===== config.mk =====
export PLATFORM = sky130hd
export DESIGN_NAME = fault_code_table_top
export DESIGN_NICKNAME = d
export VERILOG_FILES = /design/src/hw/rtl/fct_pkg.sv /design/src/hw/rtl/fault_code_table_top.sv /design/src/hw/rtl/fct_ctrl.sv /design/src/hw/rtl/fct_dpath.sv
export VERILOG_INCLUDE_DIRS = /design/src /design/src/hw/rtl
export SDC_FILE = /design/constraint.sdc
export NUM_CORES = 1
export LEC_CHECK = 0
export BUFFER_PORTS_ARGS = -buffer_cell sky130_fd_sc_hd__buf_2
export CAP_MARGIN = 20
export CELL_PAD_IN_SITES_DETAIL_PLACEMENT = 0
export CELL_PAD_IN_SITES_GLOBAL_PLACEMENT = 1
export CORE_UTILIZATION = 55
export DETAILED_ROUTE_END_ITERATION = 8
export GPL_TIMING_DRIVEN = 0
export PLACE_DENSITY = 0.75
export SLEW_MARGIN = 15
export SYNTH_ARGS = -nofsm -noshare
export SYNTH_HDL_FRONTEND = slang
export SYNTH_SLANG_ARGS = --single-unit

===== constraint.sdc =====
create_clock -name clk_i -period 9.3 [get_ports clk_i]
set_input_delay 1.395 -clock clk_i [delete_from_list [all_inputs] [get_ports clk_i]]
set_output_delay 1.395 -clock clk_i [all_outputs]
set_load 0.01 [all_outputs]

===== src/hw/rtl/assert_macros.svh =====
// Assertion macros used by the fault code table datapath.
`ifndef ASSERT_MACROS_SVH
`define ASSERT_MACROS_SVH

// Concurrent assertion on an explicit clock and active-low reset.
`define ASSERT_CLK(lbl, clk, rstn, prop, msg) \
  lbl: assert property (@(posedge clk) disable iff (!rstn) prop) else $error(msg);

// Concurrent assertion on the house clock clk_i and reset rst_ni.
`define ASSERT_STD(lbl, prop, msg) \
  `ASSERT_CLK(lbl, clk_i, rst_ni, prop, msg)

`endif


===== src/hw/rtl/fct_pkg.sv =====
// Shared types, codes and constants of the fault code table.
package fct_pkg;

  localparam int unsigned ENTRIES_DEF = 16;

  localparam int unsigned CODE_W = 24;
  localparam int unsigned STAT_W = 8;
  localparam int unsigned SEV_W  = 8;
  localparam int unsigned TIME_W = 32;

  localparam logic [STAT_W-1:0] ST_TEST_FAILED = 8'h01;
  localparam logic [STAT_W-1:0] ST_CONFIRMED   = 8'h08;

  typedef enum logic [1:0] {
    OP_SET    = 2'd0,
    OP_CLEAR  = 2'd1,
    OP_LOOKUP = 2'd2,
    OP_REPORT = 2'd3
  } op_e;

  typedef enum logic [1:0] {
    RC_OK        = 2'd0,
    RC_FULL      = 2'd1,
    RC_NOT_FOUND = 2'd2
  } rc_e;

  // Source of the entry fields of a result.
  typedef enum logic [1:0] {
    SEL_NONE,
    SEL_ENT,
    SEL_RD
  } sel_e;

  // Source of a table write.
  typedef enum logic [1:0] {
    WR_HIT,
    WR_NEW,
    WR_SHIFT
  } wr_src_e;

  typedef enum logic [3:0] {
    S_IDLE,
    S_DECODE,
    S_SCAN,
    S_SET_HIT,
    S_SET_NEW,
    S_SHIFT,
    S_RESP_OK,
    S_RESP_FULL,
    S_RESP_NF,
    S_RESP_ENT,
    S_RESP_LOOK,
    S_RPT_RD,
    S_RPT_OUT
  } state_e;

  typedef struct packed {
    logic [CODE_W-1:0] code;
    logic [STAT_W-1:0] status;
    logic [SEV_W-1:0]  sev;
    logic [TIME_W-1:0] first;
  } entry_t;

  // Controller to datapath.
  typedef struct packed {
    logic    in_ready;
    logic    rd_en;
    logic    ptr_inc;
    logic    ptr_load_hit;
    logic    ent_cap;
    logic    wr_en;
    wr_src_e wr_src;
    logic    cnt_inc;
    logic    cnt_dec;
    logic    cnt_clr;
    logic    out_load;
    rc_e     out_rc;
    sel_e    out_sel;
    logic    out_act;
    logic    out_last;
  } cmd_t;

  // Datapath to controller.
  typedef struct packed {
    op_e  op;
    logic code_zero;
    logic ptr_lt_cnt;
    logic rd_vld;
    logic hit;
    logic cnt_zero;
    logic cnt_full;
    logic rpt_last;
    logic out_free;
  } sts_t;

endpackage


===== src/hw/rtl/fault_code_table_top.sv =====
// Top level of the diagnostic fault code table.
//
// Holds up to ENTRIES fault codes packed into slots 0 to count-1 in order of first
// occurrence. One request is taken at a time: the block stalls its input from the
// transfer of a request until its last result is loaded into the output register,
// which then waits for its own transfer while the next request may come in. The
// table sits in a memory with one write and one registered read port, and that
// single read port sets the timing. A set or a lookup reads one slot per cycle
// until the first match or the end of the table; a set then updates the matched
// entry or appends a new one. A clear moves each later entry down one slot; a
// clear of code zero empties the table without a scan. A report reads and returns
// the stored entries one at a time.
// Every result carries the entry count after the request; last marks the final one.
module fault_code_table_top import fct_pkg::*; #(
  parameter int unsigned ENTRIES = ENTRIES_DEF,
  localparam int unsigned CNT_W = $clog2(ENTRIES + 1)
) (
  input  logic              clk_i,
  input  logic              rst_ni,
  // request channel
  input  logic              in_valid_i,
  output logic              in_stall_o,
  input  logic [1:0]        op_i,
  input  logic [CODE_W-1:0] fault_code_i,
  input  logic [SEV_W-1:0]  severity_i,
  input  logic [TIME_W-1:0] now_ms_i,
  // result channel
  output logic              out_valid_o,
  input  logic              out_stall_i,
  output logic [1:0]        result_code_o,
  output logic              entry_valid_o,
  output logic [CODE_W-1:0] fault_code_out_o,
  output logic [STAT_W-1:0] status_bits_o,
  output logic [SEV_W-1:0]  severity_out_o,
  output logic [TIME_W-1:0] first_time_o,
  output logic              active_o,
  output logic [CNT_W-1:0]  entry_count_o,
  output logic              last_o
);

  cmd_t cmd;
  sts_t sts;
  logic in_acc;

  // Take a request only while the sequencer is idle.
  assign in_stall_o = !cmd.in_ready;
  assign in_acc     = in_valid_i && cmd.in_ready;

  fct_ctrl u_ctrl (
    .clk_i    (clk_i),
    .rst_ni   (rst_ni),
    .in_acc_i (in_acc),
    .sts_i    (sts),
    .cmd_o    (cmd)
  );

  fct_dpath #(
    .ENTRIES (ENTRIES)
  ) u_dpath (
    .clk_i            (clk_i),
    .rst_ni           (rst_ni),
    .in_acc_i         (in_acc),
    .op_i             (op_i),
    .fault_code_i     (fault_code_i),
    .severity_i       (severity_i),
    .now_ms_i         (now_ms_i),
    .out_stall_i      (out_stall_i),
    .cmd_i            (cmd),
    .sts_o            (sts),
    .out_valid_o      (out_valid_o),
    .result_code_o    (result_code_o),
    .entry_valid_o    (entry_valid_o),
    .fault_code_out_o (fault_code_out_o),
    .status_bits_o    (status_bits_o),
    .severity_out_o   (severity_out_o),
    .first_time_o     (first_time_o),
    .active_o         (active_o),
    .entry_count_o    (entry_count_o),
    .last_o           (last_o)
  );

endmodule


===== src/hw/rtl/fct_ctrl.sv =====
// Sequencing state machine of the fault code table.
module fct_ctrl import fct_pkg::*; (
  input  logic clk_i,
  input  logic rst_ni,
  input  logic in_acc_i,
  input  sts_t sts_i,
  output cmd_t cmd_o
);

  state_e state_q, state_d;

  logic scan_done;
  assign scan_done = !sts_i.ptr_lt_cnt && !sts_i.rd_vld;

  always_ff @(posedge clk_i or negedge rst_ni) begin
    if (!rst_ni) begin
      state_q <= S_IDLE;
    end else begin
      state_q <= state_d;
    end
  end

  // Next state.
  always_comb begin
    state_d = state_q;
    case (state_q)
      S_IDLE: begin
        if (in_acc_i) state_d = S_DECODE;
      end
      S_DECODE: begin
        if (sts_i.op == OP_CLEAR && sts_i.code_zero) begin
          state_d = S_RESP_OK;
        end else if (sts_i.op == OP_REPORT) begin
          state_d = sts_i.cnt_zero ? S_RESP_OK : S_RPT_RD;
        end else begin
          state_d = S_SCAN;
        end
      end
      S_SCAN: begin
        if (sts_i.hit) begin
          case (sts_i.op)
            OP_SET:    state_d = S_SET_HIT;
            OP_CLEAR:  state_d = S_SHIFT;
            OP_LOOKUP: state_d = S_RESP_LOOK;
            default:   state_d = S_RESP_NF;
          endcase
        end else if (scan_done) begin
          if (sts_i.op == OP_SET) begin
            state_d = sts_i.cnt_full ? S_RESP_FULL : S_SET_NEW;
          end else begin
            state_d = S_RESP_NF;
          end
        end
      end
      S_SET_HIT: state_d = S_RESP_ENT;
      S_SET_NEW: state_d = S_RESP_ENT;
      S_SHIFT: begin
        if (scan_done) state_d = S_RESP_OK;
      end
      S_RESP_OK, S_RESP_FULL, S_RESP_NF, S_RESP_ENT, S_RESP_LOOK: begin
        if (sts_i.out_free) state_d = S_IDLE;
      end
      S_RPT_RD: state_d = S_RPT_OUT;
      S_RPT_OUT: begin
        if (sts_i.out_free) state_d = sts_i.rpt_last ? S_IDLE : S_RPT_RD;
      end
      default: state_d = S_IDLE;
    endcase
  end

  // Commands.
  always_comb begin
    cmd_o          = '0;
    cmd_o.wr_src   = WR_HIT;
    cmd_o.out_rc   = RC_OK;
    cmd_o.out_sel  = SEL_NONE;
    cmd_o.out_last = 1'b1;
    case (state_q)
      S_IDLE: cmd_o.in_ready = 1'b1;
      S_DECODE: begin
        cmd_o.cnt_clr = (sts_i.op == OP_CLEAR) && sts_i.code_zero;
      end
      S_SCAN: begin
        if (sts_i.hit) begin
          cmd_o.ent_cap      = 1'b1;
          cmd_o.ptr_load_hit = 1'b1;
        end else begin
          cmd_o.rd_en   = sts_i.ptr_lt_cnt;
          cmd_o.ptr_inc = sts_i.ptr_lt_cnt;
        end
      end
      S_SET_HIT: begin
        cmd_o.wr_en  = 1'b1;
        cmd_o.wr_src = WR_HIT;
      end
      S_SET_NEW: begin
        cmd_o.wr_en   = 1'b1;
        cmd_o.wr_src  = WR_NEW;
        cmd_o.cnt_inc = 1'b1;
      end
      S_SHIFT: begin
        cmd_o.rd_en   = sts_i.ptr_lt_cnt;
        cmd_o.ptr_inc = sts_i.ptr_lt_cnt;
        cmd_o.wr_en   = sts_i.rd_vld;
        cmd_o.wr_src  = WR_SHIFT;
        cmd_o.cnt_dec = scan_done;
      end
      S_RESP_OK: begin
        cmd_o.out_load = sts_i.out_free;
      end
      S_RESP_FULL: begin
        cmd_o.out_load = sts_i.out_free;
        cmd_o.out_rc   = RC_FULL;
      end
      S_RESP_NF: begin
        cmd_o.out_load = sts_i.out_free;
        cmd_o.out_rc   = RC_NOT_FOUND;
      end
      S_RESP_ENT: begin
        cmd_o.out_load = sts_i.out_free;
        cmd_o.out_sel  = SEL_ENT;
      end
      S_RESP_LOOK: begin
        cmd_o.out_load = sts_i.out_free;
        cmd_o.out_sel  = SEL_ENT;
        cmd_o.out_act  = 1'b1;
      end
      S_RPT_RD: cmd_o.rd_en = 1'b1;
      S_RPT_OUT: begin
        cmd_o.out_load = sts_i.out_free;
        cmd_o.out_sel  = SEL_RD;
        cmd_o.out_last = sts_i.rpt_last;
        cmd_o.ptr_inc  = sts_i.out_free;
      end
      default: cmd_o.in_ready = 1'b0;
    endcase
  end

endmodule


===== src/hw/rtl/fct_dpath.sv =====
// Table memory, request registers, scan pointer and result register.
`include "assert_macros.svh"

module fct_dpath import fct_pkg::*; #(
  parameter int unsigned ENTRIES = ENTRIES_DEF,
  localparam int unsigned CNT_W = $clog2(ENTRIES + 1)
) (
  input  logic              clk_i,
  input  logic              rst_ni,
  input  logic              in_acc_i,
  input  logic [1:0]        op_i,
  input  logic [CODE_W-1:0] fault_code_i,
  input  logic [SEV_W-1:0]  severity_i,
  input  logic [TIME_W-1:0] now_ms_i,
  input  logic              out_stall_i,
  input  cmd_t              cmd_i,
  output sts_t              sts_o,
  output logic              out_valid_o,
  output logic [1:0]        result_code_o,
  output logic              entry_valid_o,
  output logic [CODE_W-1:0] fault_code_out_o,
  output logic [STAT_W-1:0] status_bits_o,
  output logic [SEV_W-1:0]  severity_out_o,
  output logic [TIME_W-1:0] first_time_o,
  output logic              active_o,
  output logic [CNT_W-1:0]  entry_count_o,
  output logic              last_o
);

  localparam int unsigned IDX_W = (ENTRIES > 1) ? $clog2(ENTRIES) : 1;

  entry_t mem [ENTRIES];

  op_e               req_op_q;
  logic [CODE_W-1:0] req_code_q;
  logic [SEV_W-1:0]  req_sev_q;
  logic [TIME_W-1:0] req_now_q;

  logic [CNT_W-1:0] count_q, ptr_q;
  logic             rd_vld_q;
  logic [IDX_W-1:0] rd_idx_q, hit_idx_q;
  entry_t           rd_q, ent_q;

  logic [IDX_W-1:0] wr_addr;
  entry_t           wr_data, out_ent;
  logic             hit, out_free, out_valid_q;

  // Request capture.
  always_ff @(posedge clk_i) begin
    if (in_acc_i) begin
      req_op_q   <= op_e'(op_i);
      req_code_q <= fault_code_i;
      req_sev_q  <= severity_i;
      req_now_q  <= now_ms_i;
    end
  end

  // Count and slot pointer.
  always_ff @(posedge clk_i or negedge rst_ni) begin
    if (!rst_ni) begin
      count_q  <= '0;
      ptr_q    <= '0;
      rd_vld_q <= 1'b0;
    end else begin
      if (cmd_i.cnt_clr) begin
        count_q <= '0;
      end else if (cmd_i.cnt_inc) begin
        count_q <= count_q + 1'b1;
      end else if (cmd_i.cnt_dec) begin
        count_q <= count_q - 1'b1;
      end
      if (in_acc_i) begin
        ptr_q <= '0;
      end else if (cmd_i.ptr_load_hit) begin
        ptr_q <= CNT_W'(rd_idx_q) + 1'b1;
      end else if (cmd_i.ptr_inc) begin
        ptr_q <= ptr_q + 1'b1;
      end
      rd_vld_q <= cmd_i.rd_en;
    end
  end

  // Write source.
  always_comb begin
    case (cmd_i.wr_src)
      WR_HIT: begin
        wr_addr        = hit_idx_q;
        wr_data        = ent_q;
        wr_data.status = ent_q.status | ST_TEST_FAILED | ST_CONFIRMED;
      end
      WR_NEW: begin
        wr_addr = count_q[IDX_W-1:0];
        wr_data = '{code: req_code_q, status: ST_TEST_FAILED | ST_CONFIRMED,
                    sev: req_sev_q, first: req_now_q};
      end
      WR_SHIFT: begin
        wr_addr = IDX_W'(rd_idx_q - 1'b1);
        wr_data = rd_q;
      end
      default: begin
        wr_addr = hit_idx_q;
        wr_data = ent_q;
      end
    endcase
  end

  // Table memory: one write port, one registered read port.
  always_ff @(posedge clk_i) begin
    if (cmd_i.wr_en) mem[wr_addr] <= wr_data;
    if (cmd_i.rd_en) begin
      rd_q     <= mem[ptr_q[IDX_W-1:0]];
      rd_idx_q <= ptr_q[IDX_W-1:0];
    end
  end

  // Held entry of the current request.
  always_ff @(posedge clk_i) begin
    if (cmd_i.ent_cap) begin
      ent_q     <= rd_q;
      hit_idx_q <= rd_idx_q;
    end else if (cmd_i.wr_en && cmd_i.wr_src != WR_SHIFT) begin
      ent_q <= wr_data;
    end
  end

  assign hit      = rd_vld_q && (rd_q.code == req_code_q);
  assign out_free = !out_valid_q || !out_stall_i;

  always_comb begin
    sts_o            = '0;
    sts_o.op         = req_op_q;
    sts_o.code_zero  = (req_code_q == '0);
    sts_o.ptr_lt_cnt = (ptr_q < count_q);
    sts_o.rd_vld     = rd_vld_q;
    sts_o.hit        = hit;
    sts_o.cnt_zero   = (count_q == '0);
    sts_o.cnt_full   = (count_q == CNT_W'(ENTRIES));
    sts_o.rpt_last   = (CNT_W'(ptr_q + 1'b1) == count_q);
    sts_o.out_free   = out_free;
  end

  always_comb begin
    case (cmd_i.out_sel)
      SEL_ENT:  out_ent = ent_q;
      SEL_RD:   out_ent = rd_q;
      default:  out_ent = '0;
    endcase
  end

  // Result register.
  always_ff @(posedge clk_i or negedge rst_ni) begin
    if (!rst_ni) begin
      out_valid_q <= 1'b0;
    end else if (cmd_i.out_load) begin
      out_valid_q <= 1'b1;
    end else if (!out_stall_i) begin
      out_valid_q <= 1'b0;
    end
  end

  always_ff @(posedge clk_i) begin
    if (cmd_i.out_load) begin
      result_code_o    <= cmd_i.out_rc;
      entry_valid_o    <= (cmd_i.out_sel != SEL_NONE);
      fault_code_out_o <= out_ent.code;
      status_bits_o    <= out_ent.status;
      severity_out_o   <= out_ent.sev;
      first_time_o     <= out_ent.first;
      active_o         <= cmd_i.out_act && ((out_ent.status & ST_TEST_FAILED) != '0);
      entry_count_o    <= count_q;
      last_o           <= cmd_i.out_last;
    end
  end

  assign out_valid_o = out_valid_q;

  `ASSERT_STD(a_cnt_range, count_q <= CNT_W'(ENTRIES), "entry count above table size")
  `ASSERT_STD(a_inc_room, cmd_i.cnt_inc |-> count_q < CNT_W'(ENTRIES), "append to full table")
  `ASSERT_STD(a_out_free, cmd_i.out_load |-> out_free, "result overwrites pending transfer")
  `ASSERT_STD(a_shift_idx, (cmd_i.wr_en && (cmd_i.wr_src == WR_SHIFT)) |-> rd_idx_q != '0, "shift from slot zero")

endmodule

Yosys cells after proc, flatten, opt, wreduce, memory -nomap -nowiden
Memories as Yosys holds them, arrays and structs flattened. A register that Yosys moved wholly into a read port is not among the register bits.
Cells that the tools add are included.
{ "op_classes": {"eq_ne": 29, "multipliers": 0, "n_mux": 43, "add_sub_neg": 5, "div_mod_pow": 0, "magnitude_cmp": 1, "bitwise": 0, "n_reduce_logical": 26, "shifts": 0} }
{ "op_table": {"columns": ["op", "n"], "rows": [
  ["72-bit case mux with 3 select lines", 1],
  ["72-bit two-way mux", 2],
  ["72-bit case mux with 2 select lines", 1],
  ["4-bit two-way mux", 11],
  ["4-bit case mux with 8 select lines", 1],
  ["5-bit two-way mux", 6],
  ["24-bit equality test", 1],
  ["24-bit zero test", 1],
  ["4-bit equality test (second input constant)", 5],
  ["4-bit by 3-bit equality test with 1-bit output (second input constant)", 4],
  ["4-bit case mux with 3 select lines", 1],
  ["5-bit by 1-bit adder with 5-bit output (second input constant)", 2],
  ["1-bit two-way mux", 10],
  ["3-bit case mux with 3 select lines", 1],
  ["2-bit equality test (second input constant)", 4],
  ["4-bit by 2-bit equality test with 1-bit output (second input constant)", 2],
  ["2-bit two-way mux", 4],
  ["2-bit by 1-bit != test with 1-bit output (second input constant)", 4],
  ["2-bit case mux with 2 select lines", 2],
  ["4-bit case mux with 2 select lines", 1],
  ["2-bit by 1-bit equality test with 1-bit output (second input constant)", 3],
  ["1-bit logical AND", 6],
  ["1-bit case mux with 3 select lines", 2],
  ["3-bit nonzero test", 2],
  ["other kinds (19)", 27]
]} }
{ "word_totals": {"output_inout_bits": 84, "latch_bits": 0, "inputBits": 70, "reg_bits": 244, "memories": 1, "ram_bits": 1152, "rom_bits": 0} }
{ "mem_list": {"columns": ["name", "words", "word_bits", "read_ports", "rd_ports_with_merged_regs", "wr", "line_no", "source"], "rows": [
  ["u_dpath.mem", 16, 72, 1, 1, 1, "fct_dpath.sv:32", "entry_t mem [ENTRIES];"]
]} }

Logic depth before layout (Yosys ltp)
{ "logic_depth": {"depth_word": 7, "ltp_mapped": 12, "depth_no_buf": 10} }

Cells and area by module
A second synthesis with hierarchy kept.
{ "unflattened": {"hier_cells": 2920, "hier_area_um2": 58103.2} }
{ "modules_own_cells": {"columns": ["mod", "instances", "cells_per_inst", "area_each_um2", "seq_area_each_um2"], "rows": [
  ["fct_dpath", 1, 2827, 57440.1, 43902.1],
  ["fct_ctrl", 1, 91, 653.1, 100.1],
  ["fault_code_table_top", 1, 2, 10.0, 0.0]
]} }

Worst setup path after synthesis
OpenSTA, ideal clock, no wires.
{ "synth_path": {"path_type": "flip-flop to flip-flop", "startpoint": "reg u_ctrl.state_q[0]", "endpoint": "reg u_dpath.rd_vld_q", "path_stages_with_launch": 4, "path_buffers": 1, "t_arrival_ps": 6166, "setup_slack_ps": 2448, "cell_sequence": "dfrtp_1 -> clkbuf_1 -> nand2_1 -> o21ai_0"} }
{ "synth_rtl": {"columns": ["element", "line_no", "source"], "rows": [
  ["from (decl)", "fct_ctrl.sv:10", "state_e state_q, state_d;"],
  ["from (signal assigned)", "fct_ctrl.sv:19", "state_q <= state_d;"],
  ["to (signal assigned)", "fct_dpath.sv:79", "rd_vld_q <= cmd_i.rd_en;"],
  ["to (decl)", "fct_dpath.sv:40", "logic rd_vld_q;"]
]} }

==> metrics.txt <==
metal2 WL=73800 um; die area=105000 um^2; sequential element share of the synthesized area=between 70% and 80%; TritonCTS Sinks=1468; Total GRT Usage=a little under a third; DRT Pass-1 Iters=7; Avg Cell Area, Syn=around 21 um^2; post-route cell area=about 67000 um^2; Final Core Density=about 65%; number of fill cells=6644; initial core utilization=between 50% and 60%; vias post-DR=~31000; Max Buffers Root-to-Sink=3; CTS tree=done; first-pass GRT wire length=roughly 220000 um; number of library cell types mapped by synthesis=59; post-DR vias/cell=about 6.6; crit path from=u_dpath.ptr_q[0]; post-cts resize count=0; PortBufs=153; Hold/Removal Path Class=register to register; die span in x=between 300 and 400 um; Final Hold Vio Count=0; routed wl met3=around 18000 um; Num CTS Buffers=between 100 and 150; worst reg2reg setup slack=4430 ps; Final ANT Viol Nets=0; Placed Area=between 60000 and 70000 um^2; register bit total from synthesis=about 1500; CP max FO=17; Post-synth ARST share=between 1 and 1.5%; non-filler cells, final=roughly 4600; PwrDens=around 330 nW/um^2; Die Y=324 um; Max VDD drop=about 0.25 mV; core footprint=102000 um^2; DP HPWL=between 100000 and 150000 um; setup bufs post-CTS=0; routability-driven placement congestion ratio=between 0.9 and 1; Slew Viols, Final=0; most instantiated cells after synthesis=1452 x edfxtp_1, 360 x mux4_2, 175 x nor2_1; initial antenna violation count=0; worst flop-to-flop path startpoint=u_dpath.ptr_q[0]; Ports=154; synth-to-layout area growth=17.1%; worst slack, placed=~4600 ps; HP Start=u_dpath.rd_idx_q[1]; # rows=roughly 120; hold_ws=about 560 ps; Iteration-0 DRC Markers=roughly 4600; Synth top area share=76.2%; Worst EP required=a little under 10000 ps; RSZ-0062 raised after global routing=no; Ys Warns=0; routed len/inst=~34 um; layout cells sized above 1=~28%; Leakage Power=21.8 nW; # diodes=0; Area contributors post-synth=edfxtp_1 76%, mux4_2 14%, a22oi_1 1.8%; drc violations=0; Syn Inst Count=2752; overall power=roughly 22 mW; Slew @ Worst Pin=1190 ps; post-synthesis cell area=57200 um^2; Highest Signal Layer=met4; grt total ovfl=0; critical path arrival=about 5400 ps; vias in the first global route=30400; FMAX=~210 MHz; top-count cell post-synth=edfxtp_1; Final nets=about 3300; htree depth=4; DRT Wirelength=between 150000 and 200000 um; CTS Hold Buffers Added=0; period utilisation layout=roughly 52%; sum of routed wire segments on met1=a little over 60000 um; Post-synth EDFFs=1452; latest clock arrival within the worst-skew pair=750 ps; kind of critical path=register to register; Worst slew margin=20.6%; Syn Nets=approximately 2800; Max-cap violations=0; CP Capture Type=register; placed insts=4371; largest net degree at the start of global routing=45; ys flop type=edfxtp_1; setup ws final=between 4000 and 5000 ps; minimum clock period=4870 ps; post-synth top area cell=edfxtp_1; setup TNS=0 ps; clock slew at reported path FFs=about 60 ps; CP Launch Type=register; final setup fails=0; Clk Tree Root Cell=clkbuf_16; Clock Skew=between 30 and 40 ps; status=completed
## flip-flops by register name, summed over array words and instances (netlist names), 8 cells and up
| signal | count |
|---|---|
| u_dpath.ent_q | 72 |
| u_dpath.fault_code_out_o | 24 |
| u_dpath.req_now_q | 32 |
| u_dpath.severity_out_o | 8 |
| u_dpath.req_code_q | 24 |
| u_dpath.mem | 1152 |
| u_dpath.first_time_o | 32 |
| u_dpath.rd_q | 72 |
| u_dpath.status_bits_o | 8 |
| u_dpath.req_sev_q | 8 |
## cells by family after synthesis
| kind of cell | count (synthesis) | share of synthesized area, % |
|---|---|---|
| xor+xnor | 37 | 0.567 |
| flops | 1468 | 76.9 |
| mux | 367 | 14.4 |
| fa+ha+maj | 20 | 0.446 |
| simple gates | 402 | 2.91 |
| compound gates | 283 | 3.47 |
| buf+inv | 175 | 1.31 |
## cells in the final DEF (no fill, tap or decap), types with 6 or more instances in the layout
cell / instances
buf_12: 34
clkbuf_16: 152
clkinv_2: 21
buf_2: 176
nor3_1: 8
buf_16: 55
o21ai_0: 11
a21oi_1: 25
buf_6: 17
clkbuf_1: 111
nor2_4: 16
xnor2_1: 6
a31oi_1: 64
nand3_1: 15
nor2_1: 159
ha_1: 18
mux2_4: 6
xor2_1: 31
a22o_1: 8
mux4_2: 360
nor4_1: 13
nand2_1: 164
inv_1: 27
buf_8: 10
bufinv_16: 9
clkinvlp_4: 7
clkbuf_2: 16
a22oi_1: 138
dfrtp_1: 16
edfxtp_1: 1452
buf_1: 15
clkinv_1: 38
## final cells by class
| type | count | area, um^2 | area share, % |
|---|---|---|---|
| clock inverters | 85 | 721 | 1.08 |
| well taps | 1368 | 1710 | 2.56 |
| inverters | 29 | 111 | 0.166 |
| plain buffers | 146 | 664 | 0.992 |
| multi-input cells | 1109 | 12600 | 18.8 |
| clock buffers | 184 | 3960 | 5.92 |
| repair buffers | 260 | 3200 | 4.78 |
| flip-flops and latches | 1468 | 44000 | 65.7 |
## critical path, cell delays in order, from the launching register on
cell      delay [ps]
dfrtp_1          490
clkbuf_1         640
clkbuf_1         780
buf_2            550
inv_1            190
ha_1             240
nand3b_1         150
a21o_1           170
and2_1           160
o21ai_0          150
o21ai_4          260
buf_16           240
buf_12           180
buf_12           170
buf_16           180
## path summary, 6_finish.rpt
check                                            end  cells after the start
worst max-delay path                u_dpath.rd_q[28]                     14
worst min-delay path            u_dpath.hit_idx_q[1]                      0
worst max register to register      u_dpath.rd_q[28]                     14
worst min register to register  u_dpath.hit_idx_q[1]                      0
max in group asynchronous          u_ctrl.state_q[2]                      1
min in group asynchronous         u_dpath.count_q[0]                      1
## where the power goes
part	switching, mW	total [mW]	internal (mW)
clock network	2.49	5.77	3.28
logic	4.01	6.50	2.50
registers	0.429	9.52	9.09
## per-layer routing
layer | up-vias | GRT usage (%)
met4 | 0 | 9.39
met2 | 2068 | 46.2
met3 | 286 | 7.83
met1 | 16100 | 43.0
li1 | 12300 | -
met5 | - | 0
Note: power is estimated with default switching activity, not from simulation.
